**src/sv/gcd_pkg.sv**
```systemverilog
// Shared types, fixed-point constants and helpers for the great-circle distance block.
// Depends on nothing; the rad, cell and top-level files import it.
`timescale 1ns / 1ps
`default_nettype none

package gcd_pkg;

    localparam int ANGLE_FRAC_BITS = 30;
    localparam int AF   = ANGLE_FRAC_BITS;
    localparam int CW   = 35;            // CORDIC / angle datapath, signed
    localparam int DW   = 33;            // coordinate differences, signed
    localparam int SQ_R = AF + 1;        // root bits
    localparam int SQ_W = 2 * AF + 2;    // radicand / remainder bits
    localparam int K_W  = 60;            // degree-to-radian factor bits
    localparam int K_LO = 30;            // low partial-product split
    localparam int RCM_W = 30;           // radius in cm
    localparam int DIST_W = 31;

    localparam logic [63:0] PI_Q60         = 64'h3243F6A8885A308D;
    localparam logic [63:0] GAIN_Q62       = 64'd2800459870029452958;
    localparam logic [63:0] DEG7_HALF_TURN = 64'd1800000000;

    localparam logic [63:0] RAD_K =
        ((PI_Q60 / DEG7_HALF_TURN) << 29)
        + (((PI_Q60 % DEG7_HALF_TURN) << 29) / DEG7_HALF_TURN);

    localparam logic signed [CW-1:0] PI_Q   = CW'((PI_Q60 + (64'd1 << 29)) >> 30);
    localparam logic signed [CW-1:0] HP_Q   = CW'((PI_Q60 + (64'd1 << 30)) >> 31);
    localparam logic signed [CW-1:0] GAIN_Q = CW'((GAIN_Q62 + (64'd1 << 31)) >> 32);
    localparam logic signed [CW-1:0] ONE_Q  = CW'(64'd1 << AF);

    localparam logic [RCM_W-1:0]  RADIUS_CM_RESET = RCM_W'(637100400);
    localparam logic [DIST_W-1:0] DIST_MAX        = {DIST_W{1'b1}};

    typedef struct packed {
        logic signed [30:0] own_latitude;
        logic signed [31:0] own_longitude;
        logic signed [30:0] target_latitude;
        logic signed [31:0] target_longitude;
    } gcd_pos_t;

    // atan(2^-idx) in Q30, rounded to nearest
    function automatic logic signed [CW-1:0] atan_q(input int idx);
        logic signed [CW-1:0] v;
        case (idx)
            0: v = CW'(843314857);
            1: v = CW'(497837829);
            2: v = CW'(263043837);
            3: v = CW'(133525159);
            4: v = CW'(67021687);
            5: v = CW'(33543516);
            6: v = CW'(16775851);
            7: v = CW'(8388437);
            8: v = CW'(4194283);
            9: v = CW'(2097149);
            default:
            begin
                if (idx <= AF)
                    v = CW'(64'd1 << (AF - idx));
                else if (idx == AF + 1)
                    v = CW'(1);
                else
                    v = '0;
            end
        endcase
        return v;
    endfunction

    // sign-magnitude Q30 product, magnitude truncated
    function automatic logic signed [CW-1:0] qmul(input logic signed [CW-1:0] a,
                                                 input logic signed [CW-1:0] b);
        logic [31:0] ua;
        logic [31:0] ub;
        logic [63:0] p;
        logic signed [CW-1:0] r;
        ua = a[CW-1] ? 32'(-a) : 32'(a);
        ub = b[CW-1] ? 32'(-b) : 32'(b);
        p  = 64'(ua) * 64'(ub);
        r  = CW'(p >> AF);
        return (a[CW-1] != b[CW-1]) ? -r : r;
    endfunction

endpackage

`default_nettype wire

```
**src/sv/gcd_cordic_cell.sv**
```systemverilog
// One CORDIC micro-rotation, rotation or vectoring mode, registered.
// Uses gcd_pkg for widths and the arctangent table.
`timescale 1ns / 1ps
`default_nettype none

module gcd_cordic_cell #(
    parameter int IDX    = 0,
    parameter bit VECTOR = 1'b0
) (
    input  logic                          clk,
    input  logic                          en,
    input  logic signed [gcd_pkg::CW-1:0] x_i,
    input  logic signed [gcd_pkg::CW-1:0] y_i,
    input  logic signed [gcd_pkg::CW-1:0] z_i,
    output logic signed [gcd_pkg::CW-1:0] x_o,
    output logic signed [gcd_pkg::CW-1:0] y_o,
    output logic signed [gcd_pkg::CW-1:0] z_o
);
    import gcd_pkg::*;

    localparam logic signed [CW-1:0] ANG = atan_q(IDX);

    logic signed [CW-1:0] dx;
    logic signed [CW-1:0] dy;
    logic                 cw;
    logic signed [CW-1:0] x_next;
    logic signed [CW-1:0] y_next;
    logic signed [CW-1:0] z_next;
    logic signed [CW-1:0] x_reg;
    logic signed [CW-1:0] y_reg;
    logic signed [CW-1:0] z_reg;

    always_comb
    begin
        dx = y_i >>> IDX;
        dy = x_i >>> IDX;
        // rotation follows z; vectoring drives y towards zero
        cw = VECTOR ? y_i[CW-1] : !z_i[CW-1];
        if (cw)
        begin
            x_next = x_i - dx;
            y_next = y_i + dy;
            z_next = z_i - ANG;
        end
        else
        begin
            x_next = x_i + dx;
            y_next = y_i - dy;
            z_next = z_i + ANG;
        end
    end

    always_ff @(posedge clk)
    begin
        if (en)
        begin
            x_reg <= x_next;
            y_reg <= y_next;
            z_reg <= z_next;
        end
    end

    assign x_o = x_reg;
    assign y_o = y_reg;
    assign z_o = z_reg;

endmodule

`default_nettype wire

```
**config.mk**
```make
export PLATFORM = sky130hd
export DESIGN_NAME = gcd_cordic_cell
export DESIGN_NICKNAME = d
export VERILOG_FILES = /design/src/sv/gcd_pkg.sv /design/src/sv/gcd_cordic_cell.sv
export SDC_FILE = /design/constraint.sdc
export NUM_CORES = 1
export LEC_CHECK = 0
export BUFFER_PORTS_ARGS = -buffer_cell sky130_fd_sc_hd__buf_2
export CAP_MARGIN = 20
export CORE_MARGIN = 10
export CORE_UTILIZATION = 55
export DETAILED_ROUTE_END_ITERATION = 16
export GPL_TIMING_DRIVEN = 0
export PLACE_DENSITY = 0.76
export SLEW_MARGIN = 20
export SYNTH_ARGS = -nofsm -noshare
export SYNTH_HDL_FRONTEND = slang
export SYNTH_SLANG_ARGS = --single-unit
```
**constraint.sdc**
```tcl
create_clock -name clk -period 5.8 [get_ports clk]
set_clock_uncertainty 0.15 [all_clocks]
set_input_delay 0.58 -clock clk [delete_from_list [all_inputs] [get_ports clk]]
set_output_delay 0.58 -clock clk [all_outputs]
set_load 0.02 [all_outputs]
```
* Word-level counts from Yosys, hierarchy flattened
Cells that the tools add are included.
Storage, ports and cells: word-level logic and storage cells 11, register bits 105
Operators by class: muxes and demuxes 3, add/subtract/negate cells 5
Operators by type and width (count):
- 35-bit 2-to-1 mux | 3
- 35-bit subtractor | 2
- 35-bit by 31-bit adder with 35-bit output (second input constant) | 1
- 35-bit adder | 1
- 35-bit by 31-bit subtractor with 35-bit output (second input constant) | 1

* Depth between registers and ports, before layout
word-level depth 2, mapped depth 14, depth with buffers taken out 13

* Least setup slack after synthesis
Ideal clock, no wire load.
path type in2reg, start input port z_i[34] in the netlist's numbering, end register z_reg[32], in the netlist z_o[32], data pin, cell stages on the path 14, setup time 258 ps, data arrival time 3700 ps, path buffers 2, setup slack 1691 ps, path through clkbuf_1 -> inv_1 -> clkbuf_1 -> ha_1 -> a21o_1 -> a221o_1 -> o21ai_1 -> a221oi_1 -> o211ai_1 -> a21oi_1 -> o221ai_1 -> o21bai_1 -> a21oi_1 -> xnor2_1
On the way: longest elaborated chain between the ends 1
Ends and longest elaborated chain:
- start: declaration | line gcd_cordic_cell.sv:14 | input logic signed [gcd_pkg::CW-1:0] z_i,
- 35-bit 2-to-1 mux | line gcd_cordic_cell.sv:39 | if (cw)
- net z_next[32] | line gcd_cordic_cell.sv:28 | logic signed [CW-1:0] z_next;
- end signal: assignment | line gcd_cordic_cell.sv:59 | z_reg <= z_next;
- end: declaration | line gcd_cordic_cell.sv:31 | logic signed [CW-1:0] z_reg;
The timed path passes the listed nets, and every way through them passes these cells. A chain may end at the register's enable or synchronous reset.

* Worst setup path in the final report
start input port z_i[34] in the netlist's numbering, end register z_reg[20], in the netlist z_o[20], data pin
Same word-level chain as after synthesis.

==> results.json <==
{
  "status": "finished clean",
  "drc_errors": 0,
  "syn-num-nets": 1488,
  "dp.cells": 1713,
  "cts_made_buffers": 9,
  "p_seq_frac": 0.347,
  "synth_xor_xnor_area_share": 0.08129,
  "synth-edff-count": 104,
  "hold_viol": 0,
  "dieHeight_um": 159.3,
  "crit_path_frequent_cell": "o21ai_0",
  "drv_cap": 0,
  "synth_seq_cells": 104,
  "startpoint_type": "primary input",
  "detail-route-antenna-nets": 0,
  "rows": 50,
  "layout_setup_ws_ns": 1.082,
  "p_int_mw": 1.793,
  "fin_crit_sh": 0.8135,
  "rsz0062_at_grt": "false",
  "wl_mm": 36.03,
  "cp_slowest_cell": "clkbuf_1",
  "area_delta_synth_final_pct": 16.42,
  "required_ns": 5.76,
  "worstSetupEndpointType": "flop",
  "max-slew-margin-rel": 0.2860,
  "cts-root-buf": "clkbuf_16",
  "clockPowerShare": 0.223,
  "final_nets": 1712,
  "min_from": "z_i[0]",
  "stdcell_count": 1730,
  "yosys.area.top_type": "edfxtp_1",
  "gp_congestion": 0.9841,
  "p_per_area_mw_per_mm2": 239.5,
  "finalPower_mw": 2.974,
  "hold_end": "z_o[0]$_DFFE_PP_",
  "synthAdderAreaFrac": 0.1682,
  "cts.sinks": 104,
  "final_area_mm2": 0.01242,
  "synth_seq_area_share": 0.2928,
  "place_worst_setup_slack_ns": 0.7575,
  "vias_per_cell": 6.102,
  "htree_levels": 3,
  "synth_top_cells_by_count": "a21oi_1 (163), ha_1 (137), inv_1 (113)",
  "cp_slowest_stage_delay_ns": 0.44,
  "worstMarginPinSlew_ns": 1.071,
  "cp.arrival_ns": 4.67,
  "yosysMostFrequentCell": "a21oi_1",
  "wl_per_cell_um": 20.83,
  "synth_top_family_by_area": "compound AO/OA/AOI/OAI gates",
  "die_w_um": 159.3,
  "vdd_drop_max_uv": 157.6,
  "grt_max_degree": 75,
  "power.net_switching_mw": 1.180,
  "setup_viol": 0,
  "syn_area_mm2": 0.01067,
  "boundaryPins": 212,
  "crit_chain": "buf_2, clkbuf_1, inv_1, clkbuf_2, buf_16, fa_1, a21o_1, a221o_1, o21ai_1, o21ai_0, a31oi_1, o21ai_0, o21ai_0, a21oi_1, xor2_1",
  "dr.pass1.iters": 6,
  "cts_tree": "built",
  "post_cts_buffers": 0,
  "cts_hold_buf": 0,
  "start_util": 0.5646,
  "report.final.slew_viol_count": 0,
  "min_path_cells": 2,
  "ctsResizeCount": 0,
  "grt_pass1_wl_mm": 55.35,
  "gr-total-overflow": 0,
  "clockBufferDepth": 2,
  "min_path_type": "primary input to flop",
  "drtIter0Drc": 1235,
  "synth_area_per_cell_um2": 8.602,
  "yosys-top-cells-area": "edfxtp_1 (29%), ha_1 (16%), a21oi_1 (7.6%), xnor2_1 (6.5%), o21ai_0 (4.2%)",
  "fmax_mhz": 211.9,
  "worst_path_dominant_cell_family": "compound AO/OA/AOI/OAI gates",
  "globalRouteTotalUtil": 0.2673,
  "leakage_nw": 5.643,
  "path_max_fanout": 21,
  "ys_warn_count": 0,
  "synth_compound_area_frac": 0.2521,
  "fillCellCount": 1682,
  "synth_cells": 1240,
  "fin_tns_setup_ns": 0,
  "synth_top_area_frac": 0.2928,
  "num_vias": 10556,
  "drive_gt1_frac": 0.1749,
  "port_buffers": 211,
  "muxShareOfSynthArea": 0.01501,
  "period_minus_slack_ns": 4.718,
  "die-area_mm2": 0.02536,
  "async_reset_ff_frac": 0,
  "p_sw_frac": 0.3969,
  "synth_cell_type_count": 69,
  "crit_cells": 15,
  "clkTransAtPathRegs_ns": 0.07,
  "pwr-share-comb": 0.429,
  "ys.flop_type": "edfxtp_1",
  "cp_num_buf_inv": 5,
  "synth-simple-area-share": 0.1304,
  "path_class": "primary input to flop",
  "antenna_found_initial": 2,
  "core_region_area_mm2": 0.01889,
  "post-dp-hpwl_mm": 28.77,
  "first_global_vias": 10174,
  "placed_area_mm2": 0.01211
}
[logic make-up (layout without fill, tap and decap cells)]
logic type | Yosys count | in the layout
compound gates | 433 | 433
simple gates | 284 | 284
buf+inv | 163 | 392
fa+ha+maj | 141 | 141
flops | 104 | 104
xor+xnor | 99 | 99
mux | 16 | 16
other cells | 0 | 1
[power groups by stage]
stage / Clock (mW) / Combinational [mW] / Sequential (mW)
floorplan: 0 / 0.661 / 1.22
global placement: 0 / 1.24 / 1.05
detailed placement: 0 / 1.25 / 1.05
CTS: 0.668 / 1.26 / 1.03
global route: 0.687 / 1.38 / 1.05
finish: 0.664 / 1.28 / 1.03
[final cells by class]
cell class / instances / area, um2 / area share
Antenna cell: 1 / 2.502 / 0.0002015
Buffer: 47 / 207.7 / 0.01673
Clock buffer: 9 / 225.2 / 0.01814
Clock inverter: 7 / 80.08 / 0.006448
Inverter: 116 / 435.4 / 0.03506
Multi-Input combinational cell: 973 / 6902 / 0.5558
Sequential cell: 104 / 3123 / 0.2515
Tap cell: 260 / 325.3 / 0.02620
Timing Repair Buffer: 213 / 1117 / 0.08997
[routing by layer]
| layer | part of all wire | GRT usage | vias up |
|---|---|---|---|
| li1 | - | - | 4930 |
| met1 | 0.43 | 0.3496 | 4893 |
| met2 | 0.45 | 0.4322 | 639 |
| met3 | 0.090 | 0.05551 | 92 |
| met4 | 0.028 | 0.08509 | 2 |
| met5 | 0.00036 | 0 | - |
[through the flow]
step | util | hold WS, ns
2_1_floorplan | - | 0.5425
3_3_place_gp | 0.6377 | 0.7068
3_5_place_dp | 0.6410 | 0.7087
4_1_cts | 0.6572 | 0.3343
5_1_grt | 0.6573 | 0.3647
6_report | 0.6573 | 0.3379
[registers in the layout, indices dropped and copies added, names as in the netlist]
signal and count:
x_o 35, z_o 35, y_o 34
[how the worst max path moves through the flow]
| stage | to | slack [ns] | from |
|---|---|---|---|
| floorplan | z_o[32]$_DFFE_PP_ | 1.69 | z_i[34] |
| global placement | z_o[32]$_DFFE_PP_ | 0.11 | z_i[34] |
| detailed placement | z_o[32]$_DFFE_PP_ | 0.76 | z_i[34] |
| CTS | z_o[32]$_DFFE_PP_ | 1.11 | z_i[34] |
| global route | z_o[32]$_DFFE_PP_ | 0.95 | z_i[34] |
| finish | z_o[20]$_DFFE_PP_ | 1.08 | z_i[34] |
[cells in the final DEF (no fill, tap or decap), types with 5 or more instances in the layout]
cell,count
o221ai_1,10
o21a_1,13
o21ai_1,5
xnor2_1,79
o211ai_1,7
a211oi_1,9
nor2b_1,12
nor3_1,19
and3_1,9
nor2_1,78
edfxtp_1,104
a221o_1,7
nor4_1,7
nand4_1,14
o21bai_1,33
a31oi_1,9
clkbuf_16,9
mux2i_1,16
nand2_1,74
and2_1,8
ha_1,137
o31ai_1,10
o21ai_0,89
inv_1,113
clkbuf_1,27
a21oi_1,163
a21o_1,36
buf_2,221
nand2b_1,15
nand3_1,19
a221oi_1,6
xor2_1,20
or3_1,11
Note: power is estimated with default switching activity, not from simulation.
