--- src/sv/gcd_pkg.sv ---
// Shared types, fixed-point constants and helpers for the great-circle distance block.
// Depends on nothing; the rad, cell and top-level files import it.
`timescale 1ns / 1ps
`default_nettype none

package gcd_pkg;

    localparam int ANGLE_FRAC_BITS = 30;
    localparam int AF   = ANGLE_FRAC_BITS;
    localparam int CW   = 35;            // CORDIC / angle datapath, signed
    localparam int DW   = 33;            // coordinate differences, signed
    localparam int SQ_R = AF + 1;        // root bits
    localparam int SQ_W = 2 * AF + 2;    // radicand / remainder bits
    localparam int K_W  = 60;            // degree-to-radian factor bits
    localparam int K_LO = 30;            // low partial-product split
    localparam int RCM_W = 30;           // radius in cm
    localparam int DIST_W = 31;

    localparam logic [63:0] PI_Q60         = 64'h3243F6A8885A308D;
    localparam logic [63:0] GAIN_Q62       = 64'd2800459870029452958;
    localparam logic [63:0] DEG7_HALF_TURN = 64'd1800000000;

    localparam logic [63:0] RAD_K =
        ((PI_Q60 / DEG7_HALF_TURN) << 29)
        + (((PI_Q60 % DEG7_HALF_TURN) << 29) / DEG7_HALF_TURN);

    localparam logic signed [CW-1:0] PI_Q   = CW'((PI_Q60 + (64'd1 << 29)) >> 30);
    localparam logic signed [CW-1:0] HP_Q   = CW'((PI_Q60 + (64'd1 << 30)) >> 31);
    localparam logic signed [CW-1:0] GAIN_Q = CW'((GAIN_Q62 + (64'd1 << 31)) >> 32);
    localparam logic signed [CW-1:0] ONE_Q  = CW'(64'd1 << AF);

    localparam logic [RCM_W-1:0]  RADIUS_CM_RESET = RCM_W'(637100400);
    localparam logic [DIST_W-1:0] DIST_MAX        = {DIST_W{1'b1}};

    typedef struct packed {
        logic signed [30:0] own_latitude;
        logic signed [31:0] own_longitude;
        logic signed [30:0] target_latitude;
        logic signed [31:0] target_longitude;
    } gcd_pos_t;

    // atan(2^-idx) in Q30, rounded to nearest
    function automatic logic signed [CW-1:0] atan_q(input int idx);
        logic signed [CW-1:0] v;
        case (idx)
            0: v = CW'(843314857);
            1: v = CW'(497837829);
            2: v = CW'(263043837);
            3: v = CW'(133525159);
            4: v = CW'(67021687);
            5: v = CW'(33543516);
            6: v = CW'(16775851);
            7: v = CW'(8388437);
            8: v = CW'(4194283);
            9: v = CW'(2097149);
            default:
            begin
                if (idx <= AF)
                    v = CW'(64'd1 << (AF - idx));
                else if (idx == AF + 1)
                    v = CW'(1);
                else
                    v = '0;
            end
        endcase
        return v;
    endfunction

    // sign-magnitude Q30 product, magnitude truncated
    function automatic logic signed [CW-1:0] qmul(input logic signed [CW-1:0] a,
                                                 input logic signed [CW-1:0] b);
        logic [31:0] ua;
        logic [31:0] ub;
        logic [63:0] p;
        logic signed [CW-1:0] r;
        ua = a[CW-1] ? 32'(-a) : 32'(a);
        ub = b[CW-1] ? 32'(-b) : 32'(b);
        p  = 64'(ua) * 64'(ub);
        r  = CW'(p >> AF);
        return (a[CW-1] != b[CW-1]) ? -r : r;
    endfunction

endpackage

`default_nettype wire

--- src/sv/gcd_rad.sv ---
// Degree (1e-7) to radian conversion with reduction into [-pi/2, pi/2].
// Three register stages; uses gcd_pkg.
`timescale 1ns / 1ps
`default_nettype none

module gcd_rad #(
    parameter int EXTRA = 0
) (
    input  logic                          clk,
    input  logic                          en,
    input  logic signed [gcd_pkg::DW-1:0] deg,
    output logic signed [gcd_pkg::CW-1:0] theta,
    output logic                          flip
);
    import gcd_pkg::*;

    localparam int SHIFT = 89 - AF + EXTRA;

    logic [DW-1:0]          mag;
    logic [DW+K_LO-1:0]     plo_next;
    logic [DW+K_LO-1:0]     plo_reg;
    logic [DW-1:0]          mag_reg;
    logic                   neg_reg;
    logic [DW+K_W-K_LO-1:0] phi;
    logic [DW+K_W-1:0]      full;
    logic signed [CW-1:0]   v;
    logic signed [CW-1:0]   theta_next;
    logic signed [CW-1:0]   theta_reg;
    logic signed [CW-1:0]   z_next;
    logic signed [CW-1:0]   z_reg;
    logic                   flip_next;
    logic                   flip_reg;

    always_comb
    begin
        mag      = deg[DW-1] ? DW'(-deg) : DW'(deg);
        plo_next = (DW+K_LO)'(mag) * (DW+K_LO)'(RAD_K[K_LO-1:0]);
        phi      = (DW+K_W-K_LO)'(mag_reg) * (DW+K_W-K_LO)'(RAD_K[K_W-1:K_LO]);
        full     = {phi, K_LO'(0)} + (DW+K_W)'(plo_reg);
        v        = CW'(full >> SHIFT);
        theta_next = neg_reg ? -v : v;
        if (theta_reg > HP_Q)
        begin
            z_next    = theta_reg - PI_Q;
            flip_next = 1'b1;
        end
        else if (theta_reg < -HP_Q)
        begin
            z_next    = theta_reg + PI_Q;
            flip_next = 1'b1;
        end
        else
        begin
            z_next    = theta_reg;
            flip_next = 1'b0;
        end
    end

    always_ff @(posedge clk)
    begin
        if (en)
        begin
            mag_reg   <= mag;
            neg_reg   <= deg[DW-1];
            plo_reg   <= plo_next;
            theta_reg <= theta_next;
            z_reg     <= z_next;
            flip_reg  <= flip_next;
        end
    end

    assign theta = z_reg;
    assign flip  = flip_reg;

endmodule

`default_nettype wire

--- config.mk ---
export PLATFORM = sky130hd
export DESIGN_NAME = gcd_rad
export DESIGN_NICKNAME = d
export VERILOG_FILES = /design/src/sv/gcd_pkg.sv /design/src/sv/gcd_rad.sv
export SDC_FILE = /design/constraint.sdc
export NUM_CORES = 2
export LEC_CHECK = 0
export BUFFER_PORTS_ARGS = -buffer_cell sky130_fd_sc_hd__buf_2
export CAP_MARGIN = 20
export CELL_PAD_IN_SITES_DETAIL_PLACEMENT = 0
export CELL_PAD_IN_SITES_GLOBAL_PLACEMENT = 1
export CORE_MARGIN = 3
export CORE_UTILIZATION = 53
export DETAILED_ROUTE_END_ITERATION = 8
export MAX_ROUTING_LAYER = met4
export PLACE_DENSITY_LB_ADDON = 0.1
export SYNTH_ARGS = -nofsm -noshare
export SYNTH_HDL_FRONTEND = slang
export SYNTH_SLANG_ARGS = --single-unit
--- constraint.sdc ---
create_clock -name clk -period 13.55 [get_ports clk]
set_input_delay 2.71 -clock clk [delete_from_list [all_inputs] [get_ports clk]]
set_output_delay 2.71 -clock clk [all_outputs]
set_load 0.02 [all_outputs]
## Yosys cells after proc, flatten, opt, wreduce, memory -nomap -nowiden

Index checks and enable logic that the tools add are counted.

| operators by class | value |
|---|---|
| add/sub/neg operators | 5 |
| multipliers | 2 |
| order comparisons | 2 |
| multiplexer cells | 5 |

Operators with widths:

| operator | number |
|---|---|
| 93-bit by 63-bit adder with 93-bit output | 1 |
| 35-bit two-way mux | 2 |
| 33-bit by 30-bit multiplier with 63-bit output, second input constant | 1 |
| 33-bit by 29-bit multiplier with 62-bit output, second input constant | 1 |
| 35-bit by 33-bit adder with 35-bit output, second input constant | 1 |
| 35-bit by 32-bit > comparator with 1-bit output, second input constant | 1 |
| 35-bit by 32-bit < comparator with 1-bit output, second input constant | 1 |
| 34-bit negation with 35-bit output | 1 |
| 35-bit by 33-bit subtractor with 35-bit output, second input constant | 1 |
| 34-bit two-way mux | 1 |
| 33-bit two-way mux | 1 |
| 33-bit negation | 1 |
| 1-bit two-way mux | 1 |

| storage, ports and cells | value |
|---|---|
| bits in registers | 167 |
| bits of input ports | 35 |
| output and inout bits | 36 |
| logic and storage cells | 21 |

## Depth between registers and ports, before layout

| logic depth | value |
|---|---|
| depth in word-level cells | 4 |
| depth in mapped cells | 39 |
| mapped depth without buffers | 39 |

## Least setup slack after synthesis

Ideal clock, no wire load.

| timing | value |
|---|---|
| path type | input port to flip-flop |
| start point | in deg[5] (netlist bit) |
| end point | reg plo_reg[62] (data pin) |
| library setup time | 0.258 ns |
| arrival | 12.211 ns |
| data required time | 13.292 ns |
| slack | 1.082 ns |
| stages | 35 |
| path buffers | 0 |
| cells stage by stage | or4_1 nor4_1 nand2b_1 nor2_1 nand2_1 or3_1 o31ai_1 xnor2_1 fa_1 inv_1 fa_1 inv_1 fa_1 inv_1 fa_1 fa_1 fa_1 fa_1 inv_1 ha_1 ha_1 a21o_1 a21o_1 a21o_1 nand2b_1 o32a_1 nand2_1 o221ai_1 o211a_1 o41ai_1 o211a_1 o21ai_0 a211o_1 a21o_1 xnor2_1 |

| on the way | value |
|---|---|
| cells in the longest elaborated chain, start to end | 3 |

Ends and longest elaborated chain:

| what | RTL line | source |
|---|---|---|
| start, declared | gcd_rad.sv:11 | `input logic signed [gcd_pkg::DW-1:0] deg,` |
| 33-bit negation | gcd_rad.sv:36 | `mag = deg[DW-1] ? DW'(-deg) : DW'(deg);` |
| 33-bit two-way mux | gcd_rad.sv:36 |  |
| named net mag[22] | gcd_rad.sv:19 | `logic [DW-1:0] mag;` |
| 33-bit by 29-bit multiplier with 62-bit output | gcd_rad.sv:37 | `plo_next = (DW+K_LO)'(mag) * (DW+K_LO)'(RAD_K[K_LO-1:0]);` |
| named net plo_next[62] | gcd_rad.sv:20 | `logic [DW+K_LO-1:0] plo_next;` |
| end signal, assigned | gcd_rad.sv:65 | `plo_reg <= plo_next;` |
| end, declared | gcd_rad.sv:21 | `logic [DW+K_LO-1:0] plo_reg;` |

The timed path passes the listed nets, and every way through them passes these cells.
A chain may end at the register's enable or synchronous reset.

## Final worst setup path

Same ends and word-level chain as after synthesis.

==> flow_summary.yaml <==
placed_design:
  dpl.cell_count: 4902
  place_congestion: 0.910
  port_buffers: 70
  hpwl_um: 88300
floorplan:
  fp.coreArea_mm2: 0.0732
  die_w_um: 278
  rows: 99
  die_area_mm2: 0.0775
  dieHeight_um: 278
  ioPinCount: 71
  start_util: 0.537
final_layout:
  nets: 5402
  regArea_mm2: 0.00414
  final_cells: 4936
  drive_gt1_frac: 0.0543
  n_antenna_cell: 0
  area_growth_pct: 6.02
  multi_input_area_mm2: 0.0313
  fillers: 6515
  largest_register_ffs: 70
yosys:
  netlist_area_mm2: 0.0393
  synth_edf_count: 138
  synth_top_area_frac: 0.364
  avgSynthCellArea_um2: 10.1
  synth_largest_area_cell: "fa_1"
  synthCells: 3896
  ys_ff_latch: 138
  synth_nets: 5334
  ys_seq_area_frac: 0.105
  yosysWarningCount: 0
  yosys_most_used_dff: "edfxtp_1"
  yosysUniqueCellTypes: 102
  async_reset_ff_frac: 0
  synthTopCellsByArea: "fa_1, ha_1, edfxtp_1"
min_path:
  hold_path_class: "flop to flop"
  min_from: "theta_reg[0]"
  hold-path-cell-count: 0
  min_to: "theta[0]"
sta:
  maxSlewHeadroom: 0.299
  finalMaxSlewViolations: 0
  fin_hold_ws_ps: 590
  worst_pin_slew_ps: 1040
  post-route-min-period_ps: 12330
  setup_viol: 0
  clock_skew_ps: 19.4
  fmax_mhz: 81.1
  rsz0062_at_grt: "no"
  hold_violations: 0
  finalCritPeriodShare: 0.910
  tns_ps: 0
clock_tree:
  cts_tree: "yes"
  cts_made_buffers: 17
  hold_buffers: 0
  cts.sinks: 138
  clk_latency_ps: 470
  cts_max_level: 4
  clockRootBuffer: "clkbuf_16"
  clk_path_buf_depth: 2
  ctsResizeCount: 0
  cts.clk_slew.worst_paths_ps: 60
  post-cts-setup-buffer-count: 0
grt:
  met2_usage: 0.473
  grt_pass1_wl_um: 159000
  grt_overflow: 0
  use_met3: 0.0235
  antenna_found_initial: 1
  grt_busiest_layer: "met2"
  grt_pass1_vias: 28800
  grt.total_usage: 0.274
  grt_max_degree: 74
  grt_util_met1: 0.352
setup_path:
  path_max_fanout: 5
  r2r-end: "theta_reg[32]"
  crit_arrival_ps: 12540
  worst_path_most_repeated_cell: "fa_1"
  path_class: "input port to flop"
  rr_startpoint: "mag_reg[7]"
  reg2reg_depth: 33
  cp_slowest_cell: "fa_1"
  r2r_setup_slack_ps: 2680
  start_kind: "input port"
  cp.required_ps: 13760
  crit_path_max_incr_delay_ps: 610
  endpoint_kind: "flop"
routing:
  wl_per_cell_um: 20.0
  post-route-drc-count: 0
  postRouteAntennaNets: 0
  wl_um: 98500
  routed_via_density: 5.40
  via_count: 26700
  drtIter0Drc: 1227
  firstDrtPassIters: 5
outcome:
  status: "complete, no violations"
flow_run:
  maxCapViolations: 0
## cell usage in the layout, fill, tap and decap left out, types with 19 or more instances in the layout
cell,count
nor2b_1,21
o21a_1,19
o211ai_1,19
fa_1,714
buf_4,41
edfxtp_1,138
a21oi_1,134
inv_1,1007
xor2_1,46
buf_2,69
xnor2_2,21
or3_1,21
nand4_1,31
a21o_1,49
nor2_1,140
nand3_1,46
nand2_1,140
and3_1,23
nand2b_1,24
nor3_1,47
o31ai_1,19
ha_1,689
o21ai_0,75
xnor2_1,118
## cells in the mapped netlist, drive strengths merged (21+ instances only)
library cell	n
edfxtp	138
nor3	49
and3	23
a21o	49
nand2	140
clkbuf	46
nor2	141
o21ai	90
ha	689
xnor2	139
nand3	46
nand2b	24
xor2	50
or3	22
nor2b	21
inv	1007
fa	714
a21oi	141
nand4	32
## metal layers
metal  wire length [um]  vias up
met5                  0        -
met4               2290        0
met3               2700      109
met1              43200    13400
li1                   -    12800
met2              50300      424
## layout make-up
class / count / share of cell area
well taps: 959 / 0.0288
flip-flops and latches: 138 / 0.0994
clock inverters: 14 / 0.00417
repair buffers: 112 / 0.0162
clock buffers: 18 / 0.0103
multi-input cells: 2688 / 0.750
inverters: 1007 / 0.0907
## cells by family (layout without fill, tap and decap cells)
logic type	count (synthesis)	count (layout)	synth area share
compound gates	510	510	0.0882
xor+xnor	189	189	0.0428
fa+ha+maj	1403	1403	0.583
buf+inv	1070	1151	0.103
flops	138	138	0.105
mux	11	11	0.00315
simple gates	575	575	0.0742
## metrics by stage
step | util | cell area, um2 | setup slack (ps)
floorplan | - | 39300 | 1080
global placement | 0.561 | 41100 | 671
detailed placement | 0.561 | 41100 | 612
CTS | 0.569 | 41700 | 1100
global route | 0.569 | 41700 | 697
finish | 0.569 | 41700 | 1220
## how the worst max path moves through the flow
stage / from / to / slack (ps) / cells after the start
2_1_floorplan: deg[5] / plo_reg[62] / 1080 / 35
4_1_cts: deg[5] / plo_reg[62] / 1100 / 34
6_report: deg[5] / plo_reg[62] / 1220 / 37
3_3_place_gp: deg[5] / plo_reg[62] / 670 / 34
3_5_place_dp: deg[5] / plo_reg[62] / 610 / 34
5_1_grt: deg[5] / plo_reg[62] / 700 / 37
## critical path: cells and delay by family
kind,cells,cell delay (ps)
fa+ha+maj,9,4160
simple gates,8,2030
xor+xnor,2,240
buf+inv,6,540
compound gates,12,2870
Power is left out: the tool's default activity adds up to more than one toggle a clock period on the data nets, which glitch-free logic cannot reach.
