==> src/sv/gcd_pkg.sv <==
// Shared types, fixed-point constants and helpers for the great-circle distance block.
// Depends on nothing; the rad, cell and top-level files import it.
`timescale 1ns / 1ps
`default_nettype none

package gcd_pkg;

    localparam int ANGLE_FRAC_BITS = 30;
    localparam int AF   = ANGLE_FRAC_BITS;
    localparam int CW   = 35;            // CORDIC / angle datapath, signed
    localparam int DW   = 33;            // coordinate differences, signed
    localparam int SQ_R = AF + 1;        // root bits
    localparam int SQ_W = 2 * AF + 2;    // radicand / remainder bits
    localparam int K_W  = 60;            // degree-to-radian factor bits
    localparam int K_LO = 30;            // low partial-product split
    localparam int RCM_W = 30;           // radius in cm
    localparam int DIST_W = 31;

    localparam logic [63:0] PI_Q60         = 64'h3243F6A8885A308D;
    localparam logic [63:0] GAIN_Q62       = 64'd2800459870029452958;
    localparam logic [63:0] DEG7_HALF_TURN = 64'd1800000000;

    localparam logic [63:0] RAD_K =
        ((PI_Q60 / DEG7_HALF_TURN) << 29)
        + (((PI_Q60 % DEG7_HALF_TURN) << 29) / DEG7_HALF_TURN);

    localparam logic signed [CW-1:0] PI_Q   = CW'((PI_Q60 + (64'd1 << 29)) >> 30);
    localparam logic signed [CW-1:0] HP_Q   = CW'((PI_Q60 + (64'd1 << 30)) >> 31);
    localparam logic signed [CW-1:0] GAIN_Q = CW'((GAIN_Q62 + (64'd1 << 31)) >> 32);
    localparam logic signed [CW-1:0] ONE_Q  = CW'(64'd1 << AF);

    localparam logic [RCM_W-1:0]  RADIUS_CM_RESET = RCM_W'(637100400);
    localparam logic [DIST_W-1:0] DIST_MAX        = {DIST_W{1'b1}};

    typedef struct packed {
        logic signed [30:0] own_latitude;
        logic signed [31:0] own_longitude;
        logic signed [30:0] target_latitude;
        logic signed [31:0] target_longitude;
    } gcd_pos_t;

    // atan(2^-idx) in Q30, rounded to nearest
    function automatic logic signed [CW-1:0] atan_q(input int idx);
        logic signed [CW-1:0] v;
        case (idx)
            0: v = CW'(843314857);
            1: v = CW'(497837829);
            2: v = CW'(263043837);
            3: v = CW'(133525159);
            4: v = CW'(67021687);
            5: v = CW'(33543516);
            6: v = CW'(16775851);
            7: v = CW'(8388437);
            8: v = CW'(4194283);
            9: v = CW'(2097149);
            default:
            begin
                if (idx <= AF)
                    v = CW'(64'd1 << (AF - idx));
                else if (idx == AF + 1)
                    v = CW'(1);
                else
                    v = '0;
            end
        endcase
        return v;
    endfunction

    // sign-magnitude Q30 product, magnitude truncated
    function automatic logic signed [CW-1:0] qmul(input logic signed [CW-1:0] a,
                                                 input logic signed [CW-1:0] b);
        logic [31:0] ua;
        logic [31:0] ub;
        logic [63:0] p;
        logic signed [CW-1:0] r;
        ua = a[CW-1] ? 32'(-a) : 32'(a);
        ub = b[CW-1] ? 32'(-b) : 32'(b);
        p  = 64'(ua) * 64'(ub);
        r  = CW'(p >> AF);
        return (a[CW-1] != b[CW-1]) ? -r : r;
    endfunction

endpackage

`default_nettype wire

==> src/sv/gcd_sqrt_cell.sv <==
// One bit of a restoring square root (floor), remainder form, registered.
// Uses gcd_pkg for widths.
`timescale 1ns / 1ps
`default_nettype none

module gcd_sqrt_cell #(
    parameter int BIT = 0
) (
    input  logic                      clk,
    input  logic                      en,
    input  logic [gcd_pkg::SQ_W-1:0]  rem_i,
    input  logic [gcd_pkg::SQ_R-1:0]  root_i,
    output logic [gcd_pkg::SQ_W-1:0]  rem_o,
    output logic [gcd_pkg::SQ_R-1:0]  root_o
);
    import gcd_pkg::*;

    logic [SQ_W-1:0] trial;
    logic [SQ_W-1:0] rem_next;
    logic [SQ_R-1:0] root_next;
    logic [SQ_W-1:0] rem_reg;
    logic [SQ_R-1:0] root_reg;

    always_comb
    begin
        // (r + 2^b)^2 - r^2
        trial = (SQ_W'(root_i) << (BIT + 1)) + (SQ_W'(1) << (2 * BIT));
        if (rem_i >= trial)
        begin
            rem_next  = rem_i - trial;
            root_next = root_i | (SQ_R'(1) << BIT);
        end
        else
        begin
            rem_next  = rem_i;
            root_next = root_i;
        end
    end

    always_ff @(posedge clk)
    begin
        if (en)
        begin
            rem_reg  <= rem_next;
            root_reg <= root_next;
        end
    end

    assign rem_o  = rem_reg;
    assign root_o = root_reg;

endmodule

`default_nettype wire

==> config.mk <==
export PLATFORM = sky130hd
export DESIGN_NAME = gcd_sqrt_cell
export DESIGN_NICKNAME = d
export VERILOG_FILES = /design/src/sv/gcd_pkg.sv /design/src/sv/gcd_sqrt_cell.sv
export SDC_FILE = /design/constraint.sdc
export NUM_CORES = 1
export LEC_CHECK = 0
export ABC_AREA = 1
export BUFFER_PORTS_ARGS = -buffer_cell sky130_fd_sc_hd__buf_2
export CORE_MARGIN = 4
export CORE_UTILIZATION = 35
export DETAILED_ROUTE_END_ITERATION = 7
export PLACE_DENSITY_LB_ADDON = 0.12
export SLEW_MARGIN = 20
export SYNTH_ARGS = -nofsm -noshare
export SYNTH_HDL_FRONTEND = slang
export SYNTH_SLANG_ARGS = --single-unit
==> constraint.sdc <==
create_clock -name clk -period 2.3 [get_ports clk]
set_input_delay 0.23 -clock clk [delete_from_list [all_inputs] [get_ports clk]]
set_output_delay 0.23 -clock clk [all_outputs]
set_load 0.01 [all_outputs]
* After elaboration in Yosys (flattened, before gate mapping)
Cells that the tools add are included.
** Cells by class
- Add/subtract/negate cells :: 2
- $lt $le $gt $ge :: 1
- Muxes and demuxes :: 1
** Operator list (count)
- $ge A62 B33 Y1 :: 1
- $mux W62 :: 1
- $sub A62 B33 Y62 :: 1
- $add A32 B1 Y33 const B :: 1
** Storage, ports and cells
- Flip-flop bits (word level) :: 93
- Output and inout port bits :: 93
- Word-level logic and storage cells :: 7

* Depth between registers and ports, before layout
Gate-level depths: netlist (run 1).
- Depth after elaboration :: 3
- Depth in mapped cells :: 19
- Mapped depth without buffers :: 17

* Worst setup path after synthesis (run 1)
Ideal clock, no wire load.
- Path kind :: input-to-reg
- Start :: input port root_i[30] in the netlist's numbering
- End :: register root_reg[0] (netlist: root_o[0]), data pin
- Setup time :: 0.256 ns
- Arrival time :: 1.814 ns
- Required time :: 2.044 ns
- Path slack :: 0.230 ns
- Stages :: 14
- Path buffers :: 2
- Path through :: inv_1 -> ha_1 -> a21oi_2 -> inv_2 -> nor2_4 -> nand2_2 -> nor2_4 -> nand3_2 -> a21oi_2 -> nand2_4 -> inv_2 -> buf_6 -> buf_6 -> nand2_1
** On the way
- Word-level cells in the longest chain between the ends :: 2
** RTL lines
- from (decl) :: line gcd_sqrt_cell.sv:12 : input logic [gcd_pkg::SQ_R-1:0] root_i,
- $add A32 B1 Y33 :: line gcd_sqrt_cell.sv:27 : trial = (SQ_W'(root_i) << (BIT + 1)) + (SQ_W'(1) << (2 * BIT));
- $ge A62 B33 Y1 :: line gcd_sqrt_cell.sv:28 : if (rem_i >= trial)
- to (signal assigned) :: line gcd_sqrt_cell.sv:45 : root_reg <= root_next;
- to (decl) :: line gcd_sqrt_cell.sv:22 : logic [SQ_R-1:0] root_reg;
No other way between the ends.
A chain may end at the register's enable or synchronous reset.

* Final worst setup path (run 1)
- Start :: input port rem_i[10] in the netlist's numbering
- End :: register rem_reg[27] (netlist: rem_o[27]), data pin
** On the way
- Word-level cells in the longest chain between the ends :: 2
** RTL lines
- from (decl) :: line gcd_sqrt_cell.sv:11 : input logic [gcd_pkg::SQ_W-1:0] rem_i,
- $sub A62 B33 Y62 / $ge A62 B33 Y1 (equally long branches) :: line gcd_sqrt_cell.sv:30, gcd_sqrt_cell.sv:28
- $mux W62 * :: line gcd_sqrt_cell.sv:28
- net rem_next[27] :: line gcd_sqrt_cell.sv:19 : logic [SQ_W-1:0] rem_next;
- to (signal assigned) :: line gcd_sqrt_cell.sv:44 : rem_reg <= rem_next;
- to (decl) :: line gcd_sqrt_cell.sv:21 : logic [SQ_W-1:0] rem_reg;
The timed path passes the listed nets; every way through them passes the cells marked *.

==> results of run 1 <==
==> registers in the layout, summed over array words and instances, names as in the netlist <==
| signal | cells |
|---|---|
| rem_o | 62 |
| root_o | 31 |
==> per-stage QoR <==
step                      power [mW]  setup slack, ns  util, %  hold WS, ns
after floorplan                 2.98            0.230        -        0.329
after global placement          3.73           -0.101     45.0        0.421
after detailed placement        3.73           -0.133     45.0        0.422
after CTS                       5.39            0.249     46.5       0.0506
after global routing            5.65            0.101     46.5       0.0427
final                           5.34            0.232     46.5       0.0586
==> power by group <==
part           leakage [nW]  internal [mW]  switching (mW)  total (mW)
registers             0.911           2.09          0.0442        2.14
logic                  3.93          0.642           0.910        1.55
clock network         0.153          0.955           0.694        1.65
total                  4.99           3.69            1.65        5.34
==> final cells by class <==
type	instances	area, um2	share of cell area, %
multi-input combinational	778	3850	39.2
sequential	93	2790	28.5
timing repair buffer	283	1720	17.6
inverter	210	788	8.04
tap	275	344	3.51
clock buffer	10	229	2.33
clock inverter	6	86.3	0.880
==> how the worst min path moves through the flow <==
stage / to / slack [ns] / depth (start not counted)
after floorplan: root_o[10] / 0.33 / 0
after global placement: root_o[5] / 0.42 / 1
after detailed placement: root_o[18] / 0.42 / 1
after CTS: root_o[5] / 0.05 / 1
after global routing: root_o[6] / 0.04 / 1
final: root_o[1] / 0.06 / 1
==> critical path, cell delays in order <==
cell,delay (ns)
buf_2,0.11
ha_1,0.36
nand2_1,0.12
buf_4,0.12
inv_1,0.03
nand2_1,0.05
nand2_1,0.08
nand3b_1,0.32
nand2_1,0.13
nand2_1,0.19
or2_2,0.33
nand3_1,0.08
nand2_1,0.05
==> cell usage after synthesis (all sizes together) <==
master,n,area (um2)
nand3,61,315
inv,208,781
clkinv,2,7.51
xnor2,17,149
xor2,10,87.6
and2,2,12.5
o21a,1,7.51
a21oi,51,360
o21bai,3,22.5
a21o,1,7.51
nor3b,2,15.0
o21ai,26,138
edfxtp,93,2790
nor4,1,6.26
nand4,7,43.8
nor2,113,464
nand3b,5,37.5
or2,4,25.0
buf,9,80.1
nor3,20,111
and3,1,6.26
ha,32,400
fa,1,20.0
nand2,420,1620
==> cells by family after synthesis <==
logic type / Yosys count / share of synthesized area (%)
adder cells (fa/ha/maj): 33 / 5.60
AO/OA/AOI/OAI: 82 / 7.13
flip-flops: 93 / 37.2
AND/OR/NAND/NOR: 636 / 35.3
XOR/XNOR: 27 / 3.15
buffers and inverters: 219 / 11.6
==> per-layer routing <==
layer	routed length, um	GRT usage [%]
met5	0	0
met4	567	5.85
met3	1420	3.53
met2	10700	31.8
met1	12500	30.7
==> impl_metrics.tcl, run 1 <==
set metrics [dict create \
    ant_nets 0 \
    wl_um 25200 \
    max_freq_ghz 0.484 \
    cts_buffers 9 \
    outcome "completed" \
    drive_above_1_share_pct 26.7 \
    syn_inst 1090 \
    crit_fanout 4 \
    final_nets 1503 \
    fin_tns_setup_ns 0 \
    vias_per_cell 4.57 \
    seq_area_frac_synth_pct 37.2 \
    drv_cap 0 \
    crit_path_end "rem_o[27]" \
    synthesis.nets 1218 \
    grt_max_degree 94 \
    peakVddDrop_uv 328 \
    cts_hold_buf 0 \
    powerDensity_nw_per_um2 544 \
    period_share_pct 89.9 \
    overflow 0 \
    dp_cells 1639 \
    clock_sinks 93 \
    rows 53 \
    critPathCaptureType "flop" \
    place_congestion 0.971 \
    start_util_pct 35.6 \
    crit_required_ns 2.41 \
    dp_hpwl_um 21200 \
    clk_pin_slew_ns 0.08 \
    synth_area_um2 7510 \
    timing.critical_path.arrival_ns 2.18 \
    synth_warnings 0 \
    io_pins 188 \
    post_cts_buffers 0 \
    core_region_area_um2 21100 \
    fillCellCount 2285 \
    final_area_um2 9810 \
    firstDrtPassIters 5 \
    postCtsResizedCells 0 \
    cp-startpoint "rem_i[10]" \
    power_leakage_nw 4.99 \
    portBuffers 187 \
    placed_area_um2 9490 \
    grt_pass1_vias 7217 \
    slew_viol_final 0 \
    crit_type "input port to flop" \
    clock-root-buffer "clkbuf_16" \
    final_common_cell "nand2_1" \
    area.growth.synth_to_final_pct 30.7 \
    die-area_um2 23900 \
    wire_per_inst_um 15.2 \
    syn_area_per_cell_um2 6.89 \
    ys_seq_elements 93 \
    drtIter0Drc 552 \
    die_w_um 154 \
    fin_crit_ns 2.07 \
    drc 0 \
    finalSetupViolations 0 \
    cts_tree "built" \
    holdCritPathClass "input port to flop" \
    antenna_found_initial 0 \
    cts_max_level 3 \
    grt_usage_pct 20.9 \
    vias 7556 \
    cp-start-kind "input port" \
    fp.dieH_um 154 \
    layout_common_cells "406 x nand2_1, 198 x inv_1, 186 x buf_2" \
    tightest_slew_ns 0.642 \
    hold_violations 0 \
    slew_headroom_pct 56.8 \
    grt_pass1_wl_um 39000 \
    yosysUniqueCellTypes 36 \
    fin_cells 1655 \
    rsz0062_at_grt "no" \
    antenna-diode-count 0 \
    worstHoldStart "root_i[1]" \
    ctsLongestPathBuffers 2 \
]
(Power assumes the default switching activity.)
==> inputs of run 2 (changes only) <==
ABC_AREA = 0   (was 1)
clock period = 2.2 ns   (was 2.3 ns; I/O delays follow)
==> impl_metrics.tcl, run 2 <==
set metrics [dict create \
    power_leakage_nw 4.30 \
    layout_common_cells "190 x buf_4, 175 x buf_2, 93 x edfxtp_1" \
    synth_area_um2 5870 \
    powerDensity_nw_per_um2 550 \
    place_congestion 0.922 \
    top_layer "met4" \
    die-area_um2 18900 \
    core_region_area_um2 16500 \
    synth.most_common_cell "edfxtp_1" \
    final_area_um2 10000 \
    fin_ws_ns -0.424 \
    power_mw 5.52 \
    outcome "finished with violations" \
    holdCritPathClass "input port to flop" \
    clk_pin_slew_ns 0.07 \
    final_common_cell "buf_4" \
    rsz0062_at_grt "yes" \
    async_reset_ff_share_pct 0 \
    wl_um 21800 \
    tightest_slew_ns 0.592 \
    critPathMaxStageDelay_ns 0.57 \
    start_util_pct 35.5 \
    drv_cap 0 \
    clock_sinks 93 \
    ys_seq_elements 93 \
    synth_edf_count 93 \
    fin_tns_setup_ns -18.72 \
    post-route-util_pct 60.8 \
    dp_cells 1171 \
    grt_pass1_vias 6146 \
    fin_cells 1212 \
    wl_met3_um 1020 \
    grt_usage_pct 21.7 \
    overflow 0 \
    synth_warnings 0 \
    yosys.area.top_type "edfxtp_1" \
    antenna-diode-count 0 \
    antenna_found_initial 0 \
    fin_crit_ns 2.62 \
    io_pins 188 \
    ant_nets 0 \
    cts_buffers 9 \
    syn_inst 591 \
    crit_type "input port to flop" \
    largest_reg_flops 62 \
    rows 47 \
    critPathCaptureType "flop" \
    fillCellCount 1444 \
    crit_required_ns 2.29 \
    ctsLongestPathBuffers 2 \
    cts_tree "built" \
    slowest_stage "or4_4" \
    placed_area_um2 8600 \
    drtIter0Drc 317 \
    drive_above_1_share_pct 57.1 \
    dp_hpwl_um 16200 \
    met2_length_um 10700 \
    peakVddDrop_uv 348 \
    cp-start-kind "input port" \
    clock-root-buffer "clkbuf_16" \
    preCtsSetupSlack_ns -0.785 \
    cts_hold_buf 0 \
    path_buf_inv 4 \
    max_freq_ghz 0.381 \
    firstDrtPassIters 5 \
    synth_top_cells_by_count "93 x edfxtp_1, 65 x a21oi_1, 49 x nor2_1" \
    syn_area_per_cell_um2 9.93 \
    die_w_um 137 \
    slew_headroom_pct 60.0 \
    grt_pass1_wl_um 31900 \
    drc 0 \
    yosysUniqueCellTypes 52 \
    wire_per_inst_um 18.0 \
    vias 6146 \
    crit_fanout 5 \
    vias_per_cell 5.07 \
    slew_viol_final 0 \
    area.growth.synth_to_final_pct 71.3 \
    violations "setup timing" \
    critPathTopFamily "simple AND/OR/NAND/NOR gates" \
    cts_max_level 3 \
    seq_area_frac_synth_pct 47.6 \
    synthesis.nets 719 \
    path_cells "buf_6 -> or4_4 -> or3_4 -> or2_4 -> nor4_4 -> buf_4 -> o211ai_1 -> buf_4 -> a21boi_2 -> buf_6 -> nand2_2 -> xnor2_1" \
    fin_hold_ws_ns 0.0476 \
    grt_max_degree 41 \
    synth-main-ff-cell "edfxtp_1" \
    synth_area_leaders "edfxtp_1 48%, ha_1 6.8%, a21oi_1 5.5%" \
    hold_violations 0 \
    met1Wirelength_um 9930 \
    period_share_pct 119 \
    timing.critical_path.arrival_ns 2.71 \
    portBuffers 187 \
    final_nets 1115 \
    finalSetupViolations 63 \
    fp.dieH_um 137 \
    netlist.area_leader.share_pct 47.6 \
]
-- run 2: cell count changes in the layout (fill, tap and decap cells not counted), sizes merged, moves of 13 or more --
cell   delta
a21oi    +14
buf     +115
inv     -170
nand2   -371
nand3    -50
nor2     -64
nor4     +21
xnor2    +20
xor2     +13
-- run 2: final timing paths --
kind / start / end / slack (ns) / cells past startpoint
setup / recovery: rem_i[36] / rem_o[58] / -0.42 / 12
hold / removal: root_i[27] / root_o[27] / 0.05 / 1
-- run 2: area by class of cell --
| class | instances | area (um2) | area share, % |
|---|---|---|---|
| Timing Repair Buffer | 402 | 2860 | 28.5 |
| Multi-Input combinational cell | 442 | 3700 | 36.9 |
| Clock inverter | 6 | 40.0 | 0.398 |
| Tap cell | 220 | 275 | 2.74 |
| Clock buffer | 10 | 229 | 2.28 |
| Sequential cell | 93 | 2790 | 27.8 |
| Inverter | 39 | 149 | 1.48 |
-- run 2: routing by layer --
metal  GRT usage [%]  up-vias
li1                -     2982
met1            29.0     2969
met2            36.6      179
met3            3.14       16
met4            6.04        0
met5               0        -
-- run 2: kinds of logic (layout without fill, tap and decap cells) --
| logic type | Yosys count | in the layout | share of synthesized area, % |
|---|---|---|---|
| xor gates and xnor gates | 60 | 60 | 8.96 |
| AOI/OAI and AO/OA | 141 | 141 | 14.1 |
| muxes | 2 | 2 | 0.384 |
| DFF | 93 | 93 | 47.6 |
| adders and majority gates | 33 | 33 | 7.17 |
| buffers and inverters | 56 | 457 | 3.75 |
| and+or+nand+nor | 206 | 206 | 18.1 |
-- run 2: power by group --
group | internal, mW | leakage, nW | total, mW | switching (mW)
clock | 0.764 | 0.124 | 1.46 | 0.693
sequential | 2.19 | 0.911 | 2.24 | 0.0482
combinational | 0.883 | 3.27 | 1.83 | 0.943
-- run 2: timing repair --
item,in CTS,in global routing
pin swaps,22,31
resized for setup,85,112
setup endpoints to repair,62,63
setup buffers,14,5
gates cloned,1,7
hold endpoints to repair,0,0
